**src/rtl/core/assert_macros.svh**
```systemverilog
// Assertion macros shared by the RTL that checks itself.
`ifndef ASSERT_MACROS_SVH
`define ASSERT_MACROS_SVH

// Check that an implication holds at every clock edge outside reset.
`define ASSERT_IMPLY(label, lhs, rhs, msg) \
    label: assert property (@(posedge clk) disable iff (!rst_n) (lhs) |-> (rhs)) \
        else $error(msg);

// Check that an implication holds in the cycle after its trigger.
`define ASSERT_NEXT(label, lhs, rhs, msg) \
    label: assert property (@(posedge clk) disable iff (!rst_n) (lhs) |=> (rhs)) \
        else $error(msg);

`endif

```
**src/rtl/core/mbsp_pkg.sv**
```systemverilog
// Types, constants and helpers for the MIDI byte stream parser.
package mbsp_pkg;

    localparam logic [7:0] ST_SYSEX_START = 8'hF0;
    localparam logic [7:0] ST_SYSEX_END   = 8'hF7;
    localparam logic [7:0] ST_SINGLE_MIN  = 8'hF4;
    localparam logic [7:0] ST_CLOCK       = 8'hF8;
    localparam logic [7:0] ST_START       = 8'hFA;
    localparam logic [7:0] ST_CONTINUE    = 8'hFB;
    localparam logic [7:0] ST_STOP        = 8'hFC;
    localparam logic [7:0] ST_SONG_SELECT = 8'hF3;
    localparam logic [7:0] ST_TIME_CODE   = 8'hF1;
    localparam logic [3:0] HI_PROGRAM     = 4'hC;
    localparam logic [3:0] HI_PRESSURE    = 4'hD;
    localparam logic [7:0] ST_CHANNEL_MIN = 8'h80;
    localparam logic [15:0] SYSEX_LEN_MAX = 16'hFFFF;

    localparam logic KIND_SHORT = 1'b0;
    localparam logic KIND_SYSEX = 1'b1;

    typedef enum logic [1:0] {
        MODE_IDLE,
        MODE_DATA,
        MODE_SYSEX,
        MODE_DROP
    } parse_mode_t;

    typedef struct packed {
        logic [7:0] rx_byte;
        logic       packet_end;
    } mbsp_item_t;

    typedef struct packed {
        logic        msg_kind;
        logic [7:0]  msg_status;
        logic [7:0]  msg_data1;
        logic [7:0]  msg_data2;
        logic [15:0] sysex_length;
    } mbsp_msg_t;

    // Statuses that carry a single data byte.
    function automatic logic takes_one_data(input logic [7:0] status);
        return (status == ST_SONG_SELECT) || (status == ST_TIME_CODE) ||
               (status[7:4] == HI_PROGRAM) || (status[7:4] == HI_PRESSURE);
    endfunction

endpackage

```
**src/rtl/core/mbsp_if.sv**
```systemverilog
// Handshake channels for incoming bytes and outgoing messages.
interface mbsp_rx_if;
    logic       valid;
    logic       ready;
    logic [7:0] rx_byte;
    logic       packet_end;

    modport source (output valid, output rx_byte, output packet_end, input ready);
    modport sink   (input valid, input rx_byte, input packet_end, output ready);
endinterface

interface mbsp_msg_if;
    logic        valid;
    logic        ready;
    logic        msg_kind;
    logic [7:0]  msg_status;
    logic [7:0]  msg_data1;
    logic [7:0]  msg_data2;
    logic [15:0] sysex_length;

    modport source (output valid, output msg_kind, output msg_status, output msg_data1,
                    output msg_data2, output sysex_length, input ready);
    modport sink   (input valid, input msg_kind, input msg_status, input msg_data1,
                    input msg_data2, input sysex_length, output ready);
endinterface

```
**src/rtl/core/mbsp_in_reg.sv**
```systemverilog
// Input register: captures one byte request and holds it until it is parsed.
module mbsp_in_reg (
    input  logic               clk,
    input  logic               rst_n,
    mbsp_rx_if.sink            rx,
    input  logic               out_free,
    output logic               item_valid,
    output logic               advance,
    output mbsp_pkg::mbsp_item_t item
);
    import mbsp_pkg::*;

    logic       valid_reg;
    logic       valid_next;
    mbsp_item_t item_reg;
    logic       accept;

    // Advance the held byte whenever the result register can take its outcome
    assign advance    = valid_reg && out_free;
    assign rx.ready   = !valid_reg || out_free;
    assign accept     = rx.valid && rx.ready;
    assign valid_next = accept ? 1'b1 : (advance ? 1'b0 : valid_reg);

    always_ff @(posedge clk or negedge rst_n)
    begin
        if (!rst_n)
        begin
            valid_reg <= 1'b0;
        end
        else
        begin
            valid_reg <= valid_next;
        end
    end

    // Hold payload, load on each accepted request
    always_ff @(posedge clk)
    begin
        if (accept)
        begin
            item_reg.rx_byte    <= rx.rx_byte;
            item_reg.packet_end <= rx.packet_end;
        end
    end

    assign item_valid = valid_reg;
    assign item       = item_reg;
endmodule

```
**src/rtl/core/mbsp_step.sv**
```systemverilog
// Parser state machine: one byte per step, running status and sysex length.
module mbsp_step (
    input  logic                   clk,
    input  logic                   rst_n,
    input  logic                   advance,
    input  mbsp_pkg::mbsp_item_t   item,
    output logic                   res_valid,
    output mbsp_pkg::mbsp_msg_t    res,
    output mbsp_pkg::parse_mode_t  mode
);
    import mbsp_pkg::*;

    parse_mode_t mode_reg, mode_next;
    logic [7:0]  running_reg, running_next;
    logic [7:0]  pending_reg, pending_next;
    logic        have_first_reg, have_first_next;
    logic [7:0]  first_reg, first_next;
    logic [15:0] sysex_cnt_reg, sysex_cnt_next;

    logic        emit_short;
    logic        emit_sysex;
    logic [7:0]  short_status;
    logic [7:0]  short_d1;
    logic [7:0]  short_d2;
    logic [7:0]  b;
    logic [15:0] sysex_inc;

    assign b         = item.rx_byte;
    assign sysex_inc = (sysex_cnt_reg == SYSEX_LEN_MAX) ? sysex_cnt_reg
                                                        : sysex_cnt_reg + 16'd1;

    // State register, advanced once per parsed byte
    always_ff @(posedge clk or negedge rst_n)
    begin
        if (!rst_n)
        begin
            mode_reg       <= MODE_IDLE;
            running_reg    <= '0;
            pending_reg    <= '0;
            have_first_reg <= 1'b0;
            first_reg      <= '0;
            sysex_cnt_reg  <= '0;
        end
        else if (advance)
        begin
            mode_reg       <= mode_next;
            running_reg    <= running_next;
            pending_reg    <= pending_next;
            have_first_reg <= have_first_next;
            first_reg      <= first_next;
            sysex_cnt_reg  <= sysex_cnt_next;
        end
    end

    // Next state and result for the held byte
    always_comb
    begin
        mode_next       = mode_reg;
        running_next    = running_reg;
        pending_next    = pending_reg;
        have_first_next = have_first_reg;
        first_next      = first_reg;
        sysex_cnt_next  = sysex_cnt_reg;
        emit_short      = 1'b0;
        emit_sysex      = 1'b0;
        short_status    = '0;
        short_d1        = '0;
        short_d2        = '0;

        case (mode_reg)
            MODE_IDLE:
            begin
                if (b == ST_SYSEX_START)
                begin
                    mode_next      = MODE_SYSEX;
                    sysex_cnt_next = 16'd1;
                end
                else if (b >= ST_SINGLE_MIN)
                begin
                    // Pass only the transport and clock real-time bytes
                    if (b inside {ST_CLOCK, ST_START, ST_CONTINUE, ST_STOP})
                    begin
                        emit_short   = 1'b1;
                        short_status = b;
                    end
                end
                else if (b < ST_CHANNEL_MIN)
                begin
                    if (running_reg == '0)
                    begin
                        mode_next = MODE_DROP;
                    end
                    else
                    begin
                        pending_next = running_reg;
                        if (takes_one_data(running_reg))
                        begin
                            emit_short   = 1'b1;
                            short_status = running_reg;
                            short_d1     = b;
                        end
                        else
                        begin
                            first_next      = b;
                            have_first_next = 1'b1;
                            mode_next       = MODE_DATA;
                        end
                    end
                end
                else
                begin
                    pending_next    = b;
                    have_first_next = 1'b0;
                    mode_next       = MODE_DATA;
                end
            end
            MODE_DATA:
            begin
                if (!have_first_reg)
                begin
                    if (takes_one_data(pending_reg))
                    begin
                        emit_short   = 1'b1;
                        short_status = pending_reg;
                        short_d1     = b;
                    end
                    else
                    begin
                        first_next      = b;
                        have_first_next = 1'b1;
                    end
                end
                else
                begin
                    emit_short   = 1'b1;
                    short_status = pending_reg;
                    short_d1     = first_reg;
                    short_d2     = b;
                end
            end
            MODE_SYSEX:
            begin
                sysex_cnt_next = sysex_inc;
                if (b == ST_SYSEX_END)
                begin
                    emit_sysex = 1'b1;
                    mode_next  = MODE_IDLE;
                end
            end
            default:
            begin
                mode_next = mode_reg;
            end
        endcase

        // Close out a short message; channel statuses become running status
        if (emit_short)
        begin
            if (short_status >= ST_CHANNEL_MIN && short_status < ST_SYSEX_START)
            begin
                running_next = short_status;
            end
            mode_next       = MODE_IDLE;
            have_first_next = 1'b0;
        end

        // Drop any partial message at the packet boundary
        if (item.packet_end)
        begin
            mode_next       = MODE_IDLE;
            have_first_next = 1'b0;
        end
    end

    // Assemble the result
    always_comb
    begin
        res_valid = emit_short || emit_sysex;
        if (emit_sysex)
        begin
            res.msg_kind     = KIND_SYSEX;
            res.msg_status   = ST_SYSEX_START;
            res.msg_data1    = '0;
            res.msg_data2    = '0;
            res.sysex_length = sysex_inc;
        end
        else
        begin
            res.msg_kind     = KIND_SHORT;
            res.msg_status   = short_status;
            res.msg_data1    = short_d1;
            res.msg_data2    = short_d2;
            res.sysex_length = '0;
        end
    end

    assign mode = mode_reg;
endmodule

```
**src/rtl/core/mbsp_out_reg.sv**
```systemverilog
// Result register: holds one message request until the sink takes it.
module mbsp_out_reg (
    input  logic                clk,
    input  logic                rst_n,
    input  logic                advance,
    input  logic                res_valid,
    input  mbsp_pkg::mbsp_msg_t res,
    output logic                out_free,
    mbsp_msg_if.source          msg
);
    import mbsp_pkg::*;

    logic      valid_reg;
    logic      valid_next;
    mbsp_msg_t msg_reg;
    logic      load;

    assign out_free   = !valid_reg || msg.ready;
    assign load       = advance && res_valid;
    assign valid_next = load ? 1'b1 : (msg.ready ? 1'b0 : valid_reg);

    always_ff @(posedge clk or negedge rst_n)
    begin
        if (!rst_n)
        begin
            valid_reg <= 1'b0;
        end
        else
        begin
            valid_reg <= valid_next;
        end
    end

    // Load a new message only when one is produced
    always_ff @(posedge clk)
    begin
        if (load)
        begin
            msg_reg <= res;
        end
    end

    assign msg.valid        = valid_reg;
    assign msg.msg_kind     = msg_reg.msg_kind;
    assign msg.msg_status   = msg_reg.msg_status;
    assign msg.msg_data1    = msg_reg.msg_data1;
    assign msg.msg_data2    = msg_reg.msg_data2;
    assign msg.sysex_length = msg_reg.sysex_length;
endmodule

```
**src/rtl/core/midi_byte_stream_parser.sv**
```systemverilog
// Top level of the MIDI byte stream parser.
//
//   channel  dir  payload                                             per request
//   rx       in   rx_byte[8], packet_end[1]                           one byte
//   msg      out  msg_kind, msg_status, msg_data1, msg_data2,         zero or one
//                 sysex_length[16]                                    per byte
//
// One byte per cycle while msg is not stalled; a message reaches msg through the
// input register, then the result register, once its last byte is accepted.
// rst_n clears the parser to idle with no running status; no clearing pass.
// A stalled msg holds its message; rx keeps accepting while the result register
// is free or being taken in the same cycle.
`include "assert_macros.svh"

module midi_byte_stream_parser (
    input  logic       clk,
    input  logic       rst_n,
    mbsp_rx_if.sink    rx,
    mbsp_msg_if.source msg
);
    import mbsp_pkg::*;

    logic        out_free;
    logic        item_valid;
    logic        advance;
    mbsp_item_t  item;
    logic        res_valid;
    mbsp_msg_t   res;
    parse_mode_t mode;

    mbsp_in_reg u_in_reg (
        .clk        (clk),
        .rst_n      (rst_n),
        .rx         (rx),
        .out_free   (out_free),
        .item_valid (item_valid),
        .advance    (advance),
        .item       (item)
    );

    mbsp_step u_step (
        .clk       (clk),
        .rst_n     (rst_n),
        .advance   (advance),
        .item      (item),
        .res_valid (res_valid),
        .res       (res),
        .mode      (mode)
    );

    mbsp_out_reg u_out_reg (
        .clk       (clk),
        .rst_n     (rst_n),
        .advance   (advance),
        .res_valid (res_valid),
        .res       (res),
        .out_free  (out_free),
        .msg       (msg)
    );

    `ASSERT_IMPLY(a_advance_needs_item, advance, item_valid,
        "parser advanced with no byte held")
    `ASSERT_NEXT(a_packet_end_idles, advance && item.packet_end, mode == MODE_IDLE,
        "parser not idle after packet end")
    `ASSERT_IMPLY(a_sysex_report_shape, msg.valid && (msg.msg_kind == KIND_SYSEX),
        (msg.msg_status == ST_SYSEX_START) && (msg.sysex_length >= 16'd2),
        "sysex report malformed")
    `ASSERT_IMPLY(a_short_no_length, msg.valid && (msg.msg_kind == KIND_SHORT),
        msg.sysex_length == 16'd0, "short message carries a length")
endmodule
```
**src/flat_wrapper.sv**
```systemverilog
// flat-port wrapper written by rule: the top's interface ports become plain ports
module midi_byte_stream_parser_flat import mbsp_pkg::*;
  (clk, rst_n, rx_valid, rx_rx_byte, rx_packet_end, rx_ready, msg_valid, msg_msg_kind, msg_msg_status, msg_msg_data1, msg_msg_data2, msg_sysex_length, msg_ready);
  mbsp_rx_if rx_i ();
  mbsp_msg_if msg_i ();
  input  logic clk;
  input  logic rst_n;
  input wire logic [$bits(rx_i.valid)-1:0] rx_valid;
  input wire logic [$bits(rx_i.rx_byte)-1:0] rx_rx_byte;
  input wire logic [$bits(rx_i.packet_end)-1:0] rx_packet_end;
  output wire logic [$bits(rx_i.ready)-1:0] rx_ready;
  output wire logic [$bits(msg_i.valid)-1:0] msg_valid;
  output wire logic [$bits(msg_i.msg_kind)-1:0] msg_msg_kind;
  output wire logic [$bits(msg_i.msg_status)-1:0] msg_msg_status;
  output wire logic [$bits(msg_i.msg_data1)-1:0] msg_msg_data1;
  output wire logic [$bits(msg_i.msg_data2)-1:0] msg_msg_data2;
  output wire logic [$bits(msg_i.sysex_length)-1:0] msg_sysex_length;
  input wire logic [$bits(msg_i.ready)-1:0] msg_ready;
  assign rx_i.valid = rx_valid;
  assign rx_i.rx_byte = rx_rx_byte;
  assign rx_i.packet_end = rx_packet_end;
  assign rx_ready = rx_i.ready;
  assign msg_valid = msg_i.valid;
  assign msg_msg_kind = msg_i.msg_kind;
  assign msg_msg_status = msg_i.msg_status;
  assign msg_msg_data1 = msg_i.msg_data1;
  assign msg_msg_data2 = msg_i.msg_data2;
  assign msg_sysex_length = msg_i.sysex_length;
  assign msg_i.ready = msg_ready;
  midi_byte_stream_parser u_core (.clk(clk), .rst_n(rst_n), .rx(rx_i), .msg(msg_i));
endmodule
```
**config.mk**
```make
export PLATFORM = sky130hd
export DESIGN_NAME = midi_byte_stream_parser_flat
export DESIGN_NICKNAME = d
export VERILOG_FILES = /design/src/rtl/core/mbsp_pkg.sv /design/src/rtl/core/mbsp_if.sv /design/src/rtl/core/mbsp_in_reg.sv /design/src/rtl/core/mbsp_step.sv /design/src/rtl/core/mbsp_out_reg.sv /design/src/rtl/core/midi_byte_stream_parser.sv /design/src/flat_wrapper.sv
export VERILOG_INCLUDE_DIRS = /design/src /design/src/rtl/core
export SDC_FILE = /design/constraint.sdc
export NUM_CORES = 1
export LEC_CHECK = 0
export BUFFER_PORTS_ARGS = -buffer_cell sky130_fd_sc_hd__buf_2
export CAP_MARGIN = 10
export CORE_MARGIN = 1
export CORE_UTILIZATION = 30
export DETAILED_ROUTE_END_ITERATION = 8
export GPL_TIMING_DRIVEN = 0
export PLACE_DENSITY_LB_ADDON = 0.15
export SLEW_MARGIN = 30
export SYNTH_ARGS = -nofsm -noshare
export SYNTH_HDL_FRONTEND = slang
export SYNTH_HIERARCHICAL = 1
export SYNTH_SLANG_ARGS = --single-unit
```
**constraint.sdc**
```tcl
create_clock -name clk -period 2.9 [get_ports clk]
set_input_delay 0.435 -clock clk [delete_from_list [all_inputs] [get_ports clk]]
set_output_delay 0.435 -clock clk [all_outputs]
set_load 0.01 [all_outputs]
```
-- Yosys cells after proc, flatten, opt, wreduce, memory -nomap -nowiden
Index checks and enable logic that the tools add are counted.
- register bits: 95
- bits in latches: 0
- memory bits (writable): 0
- memory bits (read-only): 0
- input port bits: 13
- output and inout bits: 43
- logic and storage cells: 155
- memories: 0
- add/sub/neg operators: 1
- $mul: 0
- div/mod/pow operators: 0
- magnitude comparators: 4
- eq/ne operators: 33
- shift-type cells: 0
- multiplexer cells: 67
- bitwise logic cells: 4
- reduce and logical (&&, ||, !) cells: 31
- operator list (kind ; number):
    2-to-1 mux 8 bit ; 26
    equality test 8 bit, second input constant ; 10
    case mux 8 bit (2 select lines) ; 3
    2-to-1 mux 41 bit ; 1
    2-to-1 mux 16 bit ; 2
    case mux 16 bit (2 select lines) ; 1
    2-to-1 mux 1 bit ; 23
    != test 2 bit, second input constant ; 9
    adder 16 x 1 -> 16 bit, second input constant ; 1
    equality test 16 bit, second input constant ; 1
    equality test 4 bit, second input constant ; 4
    greater-or-equal comparator 8 bit, second input constant ; 2
    < comparator 8 bit, second input constant ; 2
    2-to-1 mux 2 bit ; 8
    != test 5 x 4 -> 1 bit, second input constant ; 3
    != test 4 x 3 -> 1 bit, second input constant ; 3
    nonzero test 4 bit ; 3
    AND reduction 5 bit ; 2
    logical OR 1 bit ; 9
    AND reduction 9 bit ; 1
    zero test 8 bit ; 1
    nonzero test 2 bit ; 4
    != test 7 x 6 -> 1 bit, second input constant ; 1
    AND reduction 3 bit ; 2
    10 further kinds ; 18

-- Logic depth before layout (Yosys ltp)
Gate-level depths: netlist of the first run.
- depth in word-level cells: 13
- gate-level depth with buffers: 9
- gate-level depth less buffers: 7

-- Modules after synthesis
The synthesis of the first run kept the hierarchy.
- by module, submodules not included (module ; instances ; cells each ; area an instance (um^2) ; sequential area each (um^2)):
    mbsp_step ; 1 ; 359 ; 3035.4 ; 1076.0
    mbsp_out_reg ; 1 ; 45 ; 1292.5 ; 1256.2
    mbsp_in_reg ; 1 ; 14 ; 330.3 ; 295.3

-- Least setup slack after synthesis of the first run
Ideal clock, no wire load.
- path type: flip-flop to flip-flop
- start point: register u_core.u_in_reg.item_reg, in the netlist u_core/u_in_reg/item[8]
- end point: register u_core.u_out_reg.msg_reg, in the netlist u_core/u_out_reg/msg.msg_data1[0], enable pin
- setup time: 0.356 ns
- arrival: 1.841 ns
- required time: 2.544 ns
- slack: 0.703 ns
- stages on the path, launching flop included: 8
- buffers on the path: 2
- period minus slack after synthesis: 2.197 ns
- cell sequence: edfxtp_1 > buf_4 > nand4_4 > or2_1 > buf_6 > a221oi_4 > or3_2 > and2_4
- cells in the longest elaborated chain, start to end: 8
- elaborated cells on any way between the ends: 18
- those cells by class: order compare: 2; eq/ne: 6; mux: 7; reduce/logical: 3
- RTL lines (what ; line ; RTL):
    start, declared ; mbsp_in_reg.sv:15 ; mbsp_item_t item_reg;
    parallel branches: the longest is 6 deep, another holds < comparator 8 bit ; - ;
    logical OR 1 bit (*) ; mbsp_step.sv:178 ; res_valid = emit_short || emit_sysex;
    net u_core.res_valid ; midi_byte_stream_parser.sv:27 ; logic res_valid;
    logical AND 1 bit (*) ; mbsp_out_reg.sv:19 ; assign load = advance && res_valid;
    net u_core.u_out_reg.load ; mbsp_out_reg.sv:16 ; logic load;
    end signal, assigned ; mbsp_out_reg.sv:39 ; msg_reg <= res;
    end, declared ; mbsp_out_reg.sv:15 ; mbsp_msg_t msg_reg;
Mark *: on every way through the listed nets, which the timed path passes.
A chain may end at the register's enable or synchronous reset.

-- Final worst setup path of the first run
- start point: register u_core.u_step.mode_reg[0], in the netlist u_core/u_step/mode[0]
- end point: register u_core.u_out_reg.msg_reg, in the netlist u_core/u_out_reg/msg.msg_status[5], enable pin
- cells in the longest elaborated chain, start to end: 4
- elaborated cells on any way between the ends: 7
- those cells by class: eq/ne: 2; mux: 2; reduce/logical: 3
- RTL lines (what ; line ; RTL):
    start, declared ; mbsp_step.sv:13 ; parse_mode_t mode_reg, mode_next;
    start signal, assigned ; mbsp_step.sv:46 ; mode_reg <= mode_next;
    equality test 2 x 1 -> 1 bit, or another cell as far along ; mbsp_step.sv:70 ; case (mode_reg)
    case mux 1 bit (2 select lines) / 2-to-1 mux 1 bit (equally long branches) ; mbsp_step.sv:70 ;
    logical OR 1 bit (*) ; mbsp_step.sv:178 ;
    net u_core.res_valid ; midi_byte_stream_parser.sv:27 ;
    logical AND 1 bit (*) ; mbsp_out_reg.sv:19 ;
Mark *: on every way through the listed nets, which the timed path passes. The rest lies on a longest branch.

==> impl_metrics.env, run 1 <==
export IMPL_cts_tree="yes"
export IMPL_clkSlewWorstSetupHoldPaths_ns=0.06
export IMPL_dp_hpwl_mm=7.91
export IMPL_stage_delay_of_the_slowest_cell_on_the_critical_path_ns=0.38
export IMPL_detail_route_first_pass_iterations=5
export IMPL_antenna_diode_count=0
export IMPL_first_pass_grt_wire_length_mm=17.9
export IMPL_cpMostUsedCell="nand2_1"
export IMPL_post_route_drc_count=0
export IMPL_timing_worst_slew_pin_value_ns=0.948
export IMPL_timing_final_setup_violations=0
export IMPL_max_cap_violations=0
export IMPL_post_synth_and_or_nand_nor_area_fraction=0.179
export IMPL_synth_area_top_cells="edfxtp_1 32%, dfrtp_1 24%, nor2_1 4.1%"
export IMPL_critical_path_endpoint_type="flop"
export IMPL_cts_sinks=95
export IMPL_rsz0062_at_grt="false"
export IMPL_run_status="completed"
export IMPL_drv_slew=0
export IMPL_pin_count=56
export IMPL_synth_warnings=6
export IMPL_mappedNetlistNets=432
export IMPL_post_synth_cell_area_avg_um2=11.1
export IMPL_fp_dieW_um=127
export IMPL_finalHoldViolations=0
export IMPL_total_switching_power_mw=1.57
export IMPL_vias=3437
export IMPL_drive_above_1_share=0.227
export IMPL_gp_routability_congestion=0.830
export IMPL_die_height_um=127
export IMPL_layout_setup_ws_ns=0.339
export IMPL_vdd_ir_drop_max_mv=0.304
export IMPL_timing_critical_path_from_type="flop"
export IMPL_asyncSetResetFlopFracSynth=0.474
export IMPL_start_util=0.306
export IMPL_pre_cts_slack_ns=0.227
export IMPL_timing_slew_headroom=0.365
export IMPL_synth_top_area_cell="edfxtp_1"
export IMPL_critical_path_peak_fanout=21
export IMPL_power_combinational_fraction=0.309
export IMPL_path_class="flop to flop"
export IMPL_period_needed_ns=2.56
export IMPL_synth_compound_gate_area_share=0.155
export IMPL_cp_data_arrival_time_ns=2.57
export IMPL_floorplan_die_area_um2=16000
export IMPL_grt_max_degree=46
export IMPL_viasPerCell=5.07
export IMPL_global_route_overflow_total=0
export IMPL_synth_enable_flop_cells=50
export IMPL_mappedNetlistArea_um2=4660
export IMPL_instances_no_fill=678
export IMPL_placed_cells=661
export IMPL_row_count=45
export IMPL_yosysTopAreaCellShare=0.322
export IMPL_first_global_vias=3286
export IMPL_power_frac_seq=0.446
export IMPL_core_region_area_um2=15200
export IMPL_synth_ff_latch_count=95
export IMPL_post_synth_inst_count=418
export IMPL_place_area_um2=5170
export IMPL_portbufs=55
export IMPL_synthFlopType="edfxtp_1"
export IMPL_post_route_period_util=0.883
export IMPL_internal_portion_of_total_power_mw=3.05
export IMPL_detailedRoute_firstIterationViolations=197
export IMPL_clk_insertion_delay_late_ns=0.35
export IMPL_yosys_area_share_adder=0.00269
export IMPL_postRouteAntennaNets=0
export IMPL_holdCritPathClass="primary input to async pin"
export IMPL_timing_fmax_mhz=390
export IMPL_fin_skew_ns=0.0123
export IMPL_critical_path_cell_chain="buf_2, nor2b_1, clkbuf_1, nand2_1, nand2_1, or3_2, and2_4"
export IMPL_clockPowerShare=0.245
export IMPL_pwr_density_cell_nw_per_um2=845
export IMPL_cts_buffer_depth=2
export IMPL_tritoncts_num_buffers=9
export IMPL_hold_ws_ns=0.104
export IMPL_critical_path_slowest_cell="and2_4"
export IMPL_wire_length_after_detailed_routing_mm=11.4
export IMPL_final_design_area_no_fill_um2=5460
export IMPL_power_static_leakage_nw=2.27
export IMPL_setup_tns_final_ns=0
export IMPL_final_net_count=499
export IMPL_synth_sequential_area_ratio=0.564
export IMPL_main_combinational_cell_family_by_area_after_synthesis="simple AND/OR/NAND/NOR gates"
export IMPL_clk_root_buffer_cell="clkbuf_16"
export IMPL_switching_share=0.340
export IMPL_finalPower_mw=4.62
export IMPL_synthMuxAreaShare=0.0494
export IMPL_drt_wirelength_per_cell_um=16.9
export IMPL_fin_util=0.359
export IMPL_synth_xor_area_frac=0.0188
export IMPL_antenna_found_initial=0
export IMPL_fillers=1525
export IMPL_worstPathRequired_ns=2.91
export IMPL_grt_total_usage=0.149
export IMPL_syn2layout_area_growth_pct=17.3
export IMPL_clock_tree_htree_level_count=3
export IMPL_unique_masters_post_synth=66
-- worst max-delay path: cells and delay by family (launching register included) --
kind / cells / cell delay, ns
buf+inv: 2 / 0.55
flops: 1 / 0.33
simple gates: 5 / 1.33
-- cell usage after synthesis, drive strengths merged, types with 4 or more instances --
cell	n
a21o	5
a21oi	26
a22o	7
a22oi	7
a31oi	7
and2	6
and3	12
buf	10
clkbuf	13
dfrtp	45
edfxtp	50
inv	9
mux2	12
mux2i	8
nand2	32
nand2b	9
nand3	13
nand4	5
nor2	51
nor2b	4
nor3	9
o21ai	23
or3	4
xnor2	5
xor2	5
-- logic make-up (layout without fill, tap and decap cells) --
kind of cell               after synthesis  in the layout
and+or+nand+nor                        159            160
adders and majority gates                1              1
AOI/OAI and AO/OA                      101            101
DFF                                     95             95
xor gates and xnor gates                10             10
buffers and inverters                   32            103
muxes                                   20             20
-- power by group through the flow --
| stage | Sequential, mW | Clock (mW) | Combinational [mW] |
|---|---|---|---|
| after floorplan | 2.11 | 0 | 0.920 |
| after global placement | 2.08 | 0 | 1.39 |
| after detailed placement | 2.08 | 0 | 1.41 |
| after CTS | 2.06 | 1.17 | 1.41 |
| after global routing | 2.09 | 1.23 | 1.58 |
| final | 2.06 | 1.13 | 1.43 |
-- final timing paths --
check / start / to / slack (ns) / depth (start not counted)
min in group clk: rx_rx_byte[1] / u_core/u_in_reg/item[2] / 0.26 / 1
max in group asynchronous: rst_n / u_core/u_step/sysex_cnt_reg[14] / 2.37 / 1
hold reg to reg: u_core/u_step/first_reg[1] / u_core/u_step/first_reg[1] / 0.50 / 1
hold / removal: rst_n / u_core/u_step/pending_reg[3] / 0.10 / 1
setup reg to reg: u_core/u_step/mode[0] / u_core/u_out_reg/msg.msg_status[5] / 0.34 / 7
setup / recovery: u_core/u_step/mode[0] / u_core/u_out_reg/msg.msg_status[5] / 0.34 / 7
-- layout make-up --
| type | count | area (um2) | share of cell area |
|---|---|---|---|
| Tap cell | 188 | 235 | 0.0431 |
| Inverter | 9 | 33.8 | 0.00618 |
| Clock buffer | 12 | 256 | 0.0469 |
| Clock inverter | 4 | 27.5 | 0.00504 |
| Timing Repair Buffer | 55 | 278 | 0.0508 |
| Buffer | 23 | 109 | 0.0199 |
| Multi-Input combinational cell | 292 | 1900 | 0.347 |
| Sequential cell | 95 | 2630 | 0.481 |
-- cell usage in the layout, fill, tap and decap left out, types with 5 or more instances in the layout --
| cell | n |
|---|---|
| clkbuf_16 | 9 |
| nand3_1 | 13 |
| mux2i_1 | 8 |
| o21ai_0 | 21 |
| and3_1 | 11 |
| xor2_1 | 5 |
| nand2b_1 | 6 |
| dfrtp_1 | 45 |
| nand2_1 | 32 |
| clkbuf_1 | 14 |
| a21oi_1 | 26 |
| edfxtp_1 | 50 |
| xnor2_1 | 5 |
| a22o_1 | 7 |
| inv_1 | 9 |
| nor2_1 | 51 |
| buf_2 | 60 |
| a22oi_1 | 7 |
| nor3_1 | 9 |
| mux2_2 | 8 |
| a31oi_1 | 7 |
-- layer usage --
| layer | up-vias | part of all wire | global-route usage |
|---|---|---|---|
| met5 | - | 0 | 0 |
| met3 | 22 | 0.053 | 0.0308 |
| li1 | 1672 | - | - |
| met4 | 0 | 0.025 | 0.0723 |
| met1 | 1637 | 0.49 | 0.211 |
| met2 | 106 | 0.43 | 0.216 |
-- what timing repair did --
action / CTS / global route
resized for setup: 0 / 1
buffers inserted: 0 / 0
hold buffers: 0 / 0
hold endpoints to repair: 0 / 0
setup endpoints to repair: 0 / 41
Power figures use the tool's default switching activity.
==> run 2, diff against run 1 <==
--- a/config.mk
+++ b/config.mk
@@ -9,7 +9,7 @@
 export BUFFER_PORTS_ARGS = -buffer_cell sky130_fd_sc_hd__buf_2
 export CAP_MARGIN = 10
 export CORE_MARGIN = 1
-export CORE_UTILIZATION = 30
+export CORE_UTILIZATION = 45
 export DETAILED_ROUTE_END_ITERATION = 8
 export GPL_TIMING_DRIVEN = 0
 export PLACE_DENSITY_LB_ADDON = 0.15
==> constraint.sdc (replaced) <==
create_clock -name clk -period 3.1 [get_ports clk]
set_input_delay 0.465 -clock clk [delete_from_list [all_inputs] [get_ports clk]]
set_output_delay 0.465 -clock clk [all_outputs]
set_load 0.01 [all_outputs]
==> impl_metrics.env, run 2 (same netlist as run 1, synthesis figures left out) <==
export IMPL_cts_buffer_depth=2
export IMPL_clk_root_buffer_cell="clkbuf_8"
export IMPL_clk_insertion_delay_late_ns=0.36
export IMPL_run_status="completed"
export IMPL_instances_no_fill=622
export IMPL_holdCritPathClass="primary input to async pin"
export IMPL_cpMostUsedCell="nand2_1"
export IMPL_core_region_area_um2=9910
export IMPL_wire_length_after_detailed_routing_mm=10.4
export IMPL_die_height_um=104
export IMPL_postCtsSetupBuffers=0
export IMPL_fillers=906
export IMPL_power_static_leakage_nw=2.23
export IMPL_critical_path_cell_chain="buf_2, nor2b_1, clkbuf_1, nand2_1, nand2_1, or3_2, and2_4"
export IMPL_vdd_ir_drop_max_mv=0.350
export IMPL_cts_sinks=95
export IMPL_postRouteAntennaNets=0
export IMPL_tritoncts_num_buffers=9
export IMPL_cts_hold_buf=0
export IMPL_fp_dieW_um=104
export IMPL_timing_slew_headroom=0.455
export IMPL_critical_path_endpoint_type="flop"
export IMPL_dp_hpwl_mm=7.13
export IMPL_pin_count=56
export IMPL_cts_tree="yes"
export IMPL_detailedRoute_firstIterationViolations=294
export IMPL_max_cap_violations=0
export IMPL_grt_total_usage=0.201
export IMPL_most_common_cell_after_layout_fill_and_taps_aside="buf_2"
export IMPL_finalHoldViolations=0
export IMPL_global_route_overflow_total=0
export IMPL_pwr_density_cell_nw_per_um2=768
export IMPL_final_net_count=498
export IMPL_rsz0062_at_grt="false"
export IMPL_final_cell_mix="60 x buf_2, 51 x nor2_1, 50 x edfxtp_1"
export IMPL_first_global_vias=3219
export IMPL_critical_path_slowest_cell="and2_4"
export IMPL_grt_max_degree=46
export IMPL_viasPerCell=5.68
export IMPL_setup_tns_final_ns=0
export IMPL_timing_final_setup_violations=0
export IMPL_detail_route_first_pass_iterations=5
export IMPL_gp_routability_congestion=0.871
export IMPL_post_route_drc_count=0
export IMPL_path_class="flop to flop"
export IMPL_cts_resized=0
export IMPL_floorplan_die_area_um2=10800
export IMPL_period_needed_ns=2.75
export IMPL_stage_delay_of_the_slowest_cell_on_the_critical_path_ns=0.51
export IMPL_drive_above_1_share=0.223
export IMPL_timing_worst_slew_pin_value_ns=0.809
export IMPL_antenna_found_initial=0
export IMPL_timing_critical_path_from_type="flop"
export IMPL_antenna_diode_count=0
export IMPL_worstPathRequired_ns=3.10
export IMPL_portbufs=55
export IMPL_start_util=0.470
export IMPL_vias=3535
export IMPL_placed_cells=606
export IMPL_row_count=36
export IMPL_timing_fmax_mhz=363
export IMPL_clock_tree_htree_level_count=3
export IMPL_first_pass_grt_wire_length_mm=16.8
export IMPL_clkSlewWorstSetupHoldPaths_ns=0.09
export IMPL_post_route_period_util=0.889
export IMPL_critical_path_peak_fanout=42
export IMPL_cp_data_arrival_time_ns=2.75
export IMPL_drt_wirelength_per_cell_um=16.7
export IMPL_fin_skew_ns=0.0106
export IMPL_syn2layout_area_growth_pct=14.1
export IMPL_drv_slew=0
-- run 2: cell types whose count changed in the layout (fill, tap and decap cells not counted) --
cell        delta
a31oi_1        -1
a31oi_2        +1
and2_4         -1
bufinv_16      +2
clkbuf_1       +2
clkbuf_16      -9
clkbuf_8       +7
clkinvlp_4     -1
inv_6          -1
-- run 2: per-stage QoR --
step	hold WS (ns)	util	power (mW)	area (um2)	setup WS [ns]
floorplan	0.169	-	2.83	4660	0.903
global placement	0.487	0.515	3.22	5100	0.460
detailed placement	0.494	0.515	3.25	5100	0.423
CTS	0.126	0.536	4.11	5310	0.400
global route	0.156	0.536	4.31	5320	0.239
finish	0.103	0.536	4.08	5320	0.345
-- run 2: layer usage --
layer	GRT usage	share of wire	vias to the layer above
met5	0	0	-
met4	0.0755	0.011	0
met3	0.0346	0.060	15
met1	0.297	0.49	1703
li1	-	-	1667
met2	0.295	0.44	150
-- run 2: cell type report --
cell class	instances	area, um2	share of cell area
flip-flops and latches	95	2630	0.494
clock inverters	4	71.3	0.0134
clock buffers	12	135	0.0254
well taps	133	166	0.0313
multi-input cells	291	1890	0.356
plain buffers	23	109	0.0205
inverters	9	33.8	0.00636
repair buffers	55	278	0.0523
-- run 2: power by group --
part	internal (mW)	leakage (nW)	switching, mW	total [mW]
sequential	1.72	1.03	0.194	1.92
clock	0.453	0.0982	0.400	0.853
combinational	0.531	1.10	0.781	1.31
-- run 2: critical path: cells and delay by family (launching register included) --
kind	cells	cell delay [ns]
buf+inv	2	0.56
simple gates	5	1.49
flops	1	0.33
-- run 2: worst paths after layout --
path | from | to | slack, ns | cells past startpoint
hold / removal | rst_n | u_core/u_step/running_reg[3] | 0.10 | 1
hold reg to reg | u_core/u_step/first_reg[3] | u_core/u_step/first_reg[3] | 0.51 | 1
setup reg to reg | u_core/u_step/mode[0] | u_core/u_out_reg/msg.msg_status[4] | 0.35 | 7
setup / recovery | u_core/u_step/mode[0] | u_core/u_out_reg/msg.msg_status[4] | 0.35 | 7
min in group clk | rx_rx_byte[4] | u_core/u_in_reg/item[5] | 0.27 | 1
max in group asynchronous | rst_n | u_core/u_step/sysex_cnt_reg[10] | 2.59 | 1
